`config.mk`:
```
export PLATFORM = sky130hd
export DESIGN_NAME = bxt_ram
export DESIGN_NICKNAME = d
export VERILOG_FILES = /design/src/sv/bxt_ram.sv
export SDC_FILE = /design/constraint.sdc
export NUM_CORES = 1
export LEC_CHECK = 0
export BUFFER_PORTS_ARGS = -buffer_cell sky130_fd_sc_hd__buf_2
export CAP_MARGIN = 25
export CORE_ASPECT_RATIO = 1.5
export CORE_MARGIN = 2
export CORE_UTILIZATION = 50
export CTS_BUF_LIST = sky130_fd_sc_hd__clkbuf_4
export DETAILED_ROUTE_END_ITERATION = 10
export PLACE_DENSITY = 0.76
export SKIP_LAST_GASP = 1
export SLEW_MARGIN = 20
export SYNTH_ARGS = -nofsm -noshare
export SYNTH_HDL_FRONTEND = slang
export SYNTH_SLANG_ARGS = --single-unit
```
`constraint.sdc`:
```
create_clock -name clk_i -period 1.95 [get_ports clk_i]
set_input_delay 0.585 -clock clk_i [delete_from_list [all_inputs] [get_ports clk_i]]
set_output_delay 0.585 -clock clk_i [all_outputs]
set_load 0.01 [all_outputs]
```
`src/sv/bxt_ram.sv`:
```
// Generic simple dual-port RAM: one write port, one read port, registered read.
// No dependencies.
module bxt_ram #(
  parameter int Width = 8,
  parameter int Depth = 16
) (
  input  logic                     clk_i,
  input  logic                     we_i,
  input  logic [$clog2(Depth)-1:0] waddr_i,
  input  logic [Width-1:0]         wdata_i,
  input  logic [$clog2(Depth)-1:0] raddr_i,
  output logic [Width-1:0]         rdata_o
);

  logic [Width-1:0] mem_q [Depth];

  always_ff @(posedge clk_i) begin
    if (we_i) begin
      mem_q[waddr_i] <= wdata_i;
    end
    rdata_o <= mem_q[raddr_i];
  end

endmodule

```
### Word-level counts from Yosys, hierarchy flattened

Memories as Yosys holds them, arrays and structs flattened. A register that Yosys moved wholly into a read port is not among the register bits.
Cells that the tools add are included.

| word-level totals | value |
|---|---|
| memories | 1 |
| output and inout bits | 8 |
| bits of input ports | 18 |
| word-level logic and storage cells | 3 |
| register bits after elaboration | 0 |
| memory bits (writable) | 128 |

Memories:

| name | words | bits a word | read ports | clocked after memory_dff | wr ports | line | text |
|---|---|---|---|---|---|---|---|
| mem_q | 16 | 8 | 1 | 1 | 1 | 15 | `logic [Width-1:0] mem_q [Depth];` |

| cells by class | value |
|---|---|
| mux-type cells | 2 |

Operators by type and width:

| kind | number |
|---|---|
| $mux W1 | 2 |

### Logic depth before layout (Yosys ltp)

| logic depth | value |
|---|---|
| depth in word-level cells | 2 |
| depth in mapped cells | 5 |
| mapped depth without buffers | 3 |

### Worst setup path after synthesis

No wires, ideal clock.

| path | value |
|---|---|
| kind | in2reg |
| start point | input port waddr_i[2] |
| end point | memory mem_q[0][0] (enable) |
| path slack | -0.128 ns |
| cell stages on the path | 2 |
| buffers on the path | 0 |
| required time | 1.567 ns |
| library setup time | 0.383 ns |
| data arrival time | 1.695 ns |
| path through | or3b_2 > nor3_1 |

RTL lines:

| what | line | text |
|---|---|---|
| start, declared | 9 | `input logic [$clog2(Depth)-1:0] waddr_i,` |
| end, declared | 15 |  |

No word-level cell before the write port.

### Worst setup path in the final report

| path | value |
|---|---|
| start point | register rdata_o[5] (read register of mem_q) |
| end point | output port rdata_o[5] |

RTL lines:

| what | line | text |
|---|---|---|
| start, declared | 12 | `output logic [Width-1:0] rdata_o` |

No word-level cell between the ends.

==> impl_metrics.toml <==
[status]
result_of_the_run = "complete, no violations"

[cts]
clkTransAtPathRegs_ns = 0.11
postCtsSetupBuffers = 0
cts_repair_resize_count = 0
cts_max_level = 4
cts.path.max_buffers = 2
cts_hold_buffers = 0
cts_tree = "built"
number_of_buffers_added_by_the_clock_tree_synthesis_step = 17
clock-root-buffer = "sky130_fd_sc_hd__clkbuf_4"
cts_num_sinks = 136
insertion_delay_ns = 0.51

[place]
routabilityCongestion = 0.7505
dp_cells = 390
dpl_worst_slack_ns = -0.07063
dpl.hpwl_mm = 6.313
buffer_ports.inserted = 25

[floorplanning]
fp.coreArea_um2 = 10080
fp-row-count = 45
start_util_pct = 51.07
die_area_um2 = 11140
die_w_um = 86.85
die_height_um = 128.3
boundaryPins = 26

[critical_path]
worst-endpoint-arrival_ns = 1.01
cpMaxStageDelayCell = "sky130_fd_sc_hd__dfxtp_1"
cells_traversed_along_the_worst_timing_path = "buf_2"
r2r-end = "rdata_o[2]"
timing.critical_path.from = "rdata_o[5]"
start_kind = "flop"
cpLargestDelayFamily = "flip-flops"
worst_r2r_startpoint = "mem_q[1][2]"
critical_path_depth = 1
path_buf_inv = 1
critPathKind = "reg -> out"
crit_path_end = "rdata_o[5]"
worst_path_largest_cell_delay_ns = 0.36
worst_r2r_path_depth = 3
worstPathMaxFanout = 1
worst-r2r-setup-slack_ns = 0.60
worstPathRequired_ns = 1.36
critPathCaptureType = "output pin"

[yosys]
syn_avg_cell_area_um2 = 22.48
synth_sequential_area_ratio_pct = 77.78
synth.ff_latch_count = 136
synthCells = 229
synth.yosys.warnings = 0
synth_nets = 247
netlist-cell-type-count = 19
synth.cell_area_um2 = 5147

[sta]
setup_viol_count_final = 0
clock.fmax_ghz = 0.6253
final-hold-violation-count = 0
layout_setup_ws_ns = 0.3508
finalWorstPathRequiredPeriod_ns = 1.599
transition_time_at_the_pin_with_the_least_slew_margin_ns = 0.4049
final-max-slew-violation-count = 0
slew-limit-headroom_pct = 73.00
final.setup_skew_ns = 0.01381
grt_setup_unrepaired = "false"
finalCritPeriodShare_pct = 82.01

[power_and_ir_drop]
p_per_area_nw_per_um2 = 913.5
cell_internal_pwr_mw = 4.289
total_leakage_power_nw = 2.013
power_switching_share_pct = 20.05
power.net_switching_mw = 1.076
clkPwrFrac_pct = 33.0
pnr_total_power_mw = 5.365
power_frac_comb_pct = 5.8
maximum_vdd_ir_drop_mv = 0.4587
seq_power_share_pct = 61.1

[routing]
drt_wl_total_mm = 9.129
routed-via-count = 2467
routed_wire_length_per_instance_um = 21.58
drc = 0
detailed_router_s_first_iteration_violation_count = 245
routed_via_density = 5.832
detail-route-antenna-nets = 0
drtPass1Iterations = 4

[global_route]
global_route.usage.total_pct = 18.26
grt_max_degree = 32
antenna_found_initial = 1
gr-total-overflow = 0
first_global_vias = 2496
wire_length_of_the_first_global_routing_pass_mm = 14.21

[min_path]
min-delay-path-class = "in -> reg"

[finish]
non_filler_cells_final = 423
final_standard_cell_utilization_of_the_core_pct = 58.27
nNetsFinal = 310
mostFrequentLayoutCell = "sky130_fd_sc_hd__edfxtp_1"
area_growth_syn_to_layout_pct = 14.10
drive_gt1_share_pct = 32.79
layout_common_cells = "sky130_fd_sc_hd__edfxtp_1, sky130_fd_sc_hd__buf_4, sky130_fd_sc_hd__buf_2"

[run]
maxCapViolCount = 0
## worst min-delay path by stage
stage               depth (start not counted)    startpoint  slack, ns            to
detailed placement                          3  mem_q[13][4]       0.67    rdata_o[4]
global placement                            3  mem_q[15][4]       0.66    rdata_o[4]
CTS                                         1    wdata_i[0]       0.40   mem_q[9][0]
floorplan                                   3   mem_q[7][0]       0.63    rdata_o[0]
global route                                1    wdata_i[0]       0.41   mem_q[8][0]
finish                                      1    wdata_i[0]       0.43  mem_q[14][0]
## layer usage
layer  up-vias  track usage (%)  routed length (um)
li1       1105                -                   -
met1      1269            22.01                3475
met2        79            30.89                5044
met3        14            5.280                 409
met4         0            6.985                 201
met5         -                0                   0
## power groups by stage
stage	clock network [mW]	registers, mW	logic, mW
floorplan	0	3.35	0.166
global placement	0	3.35	0.310
detailed placement	0	3.35	0.317
CTS	1.81	3.28	0.317
global route	1.92	3.29	0.341
finish	1.77	3.28	0.314
## flip-flops by register name, indices dropped and copies added (netlist names)
signal   flops
mem_q      128
rdata_o      8
## per-stage QoR
stage | hold slack (ns) | instance area, um2 | TNS, ns
3_5_place_dp | 0.6694 | 5593 | -0.1160
2_1_floorplan | 0.6293 | 5152 | 0
6_report | 0.4333 | 5873 | 0
5_1_grt | 0.4066 | 5873 | 0
4_1_cts | 0.3990 | 5871 | 0
3_3_place_gp | 0.6552 | 5593 | -0.03097
## layout make-up
cell class	count	area, um2
Clock inverter	13	135.1
Multi-Input combinational cell	83	1062
Fill cell	704	4205
Clock buffer	19	142.6
Timing Repair Buffer	54	380.4
Antenna cell	1	2.502
Tap cell	117	146.4
Sequential cell	136	4004
## synthesized netlist by cell type
| master | number | area (um2) |
|---|---|---|
| sky130_fd_sc_hd__a22oi_1 | 16 | 120.1 |
| sky130_fd_sc_hd__and2_1 | 1 | 6.260 |
| sky130_fd_sc_hd__and2b_1 | 1 | 7.510 |
| sky130_fd_sc_hd__buf_2 | 3 | 15.01 |
| sky130_fd_sc_hd__buf_4 | 1 | 7.510 |
| sky130_fd_sc_hd__buf_6 | 3 | 33.78 |
| sky130_fd_sc_hd__clkdlybuf4s25_2 | 3 | 30.03 |
| sky130_fd_sc_hd__dfxtp_1 | 8 | 160.2 |
| sky130_fd_sc_hd__edfxtp_1 | 128 | 3844 |
| sky130_fd_sc_hd__mux4_1 | 14 | 367.9 |
| sky130_fd_sc_hd__mux4_2 | 18 | 405.4 |
| sky130_fd_sc_hd__nand2_1 | 9 | 33.78 |
| sky130_fd_sc_hd__nand2b_1 | 2 | 12.51 |
| sky130_fd_sc_hd__nand3_1 | 1 | 5.000 |
| sky130_fd_sc_hd__nand3b_1 | 2 | 15.01 |
| sky130_fd_sc_hd__nor2_1 | 13 | 48.80 |
| sky130_fd_sc_hd__nor2b_1 | 1 | 6.260 |
| sky130_fd_sc_hd__nor3_1 | 4 | 20.02 |
| sky130_fd_sc_hd__or3b_2 | 1 | 8.760 |
## cells by family after synthesis
logic type,Yosys count,synth area share (%)
compound gates,16,2.334
buf+inv,10,1.677
flops,136,77.78
mux,32,15.02
simple gates,35,3.184
(Power assumes the default switching activity.)
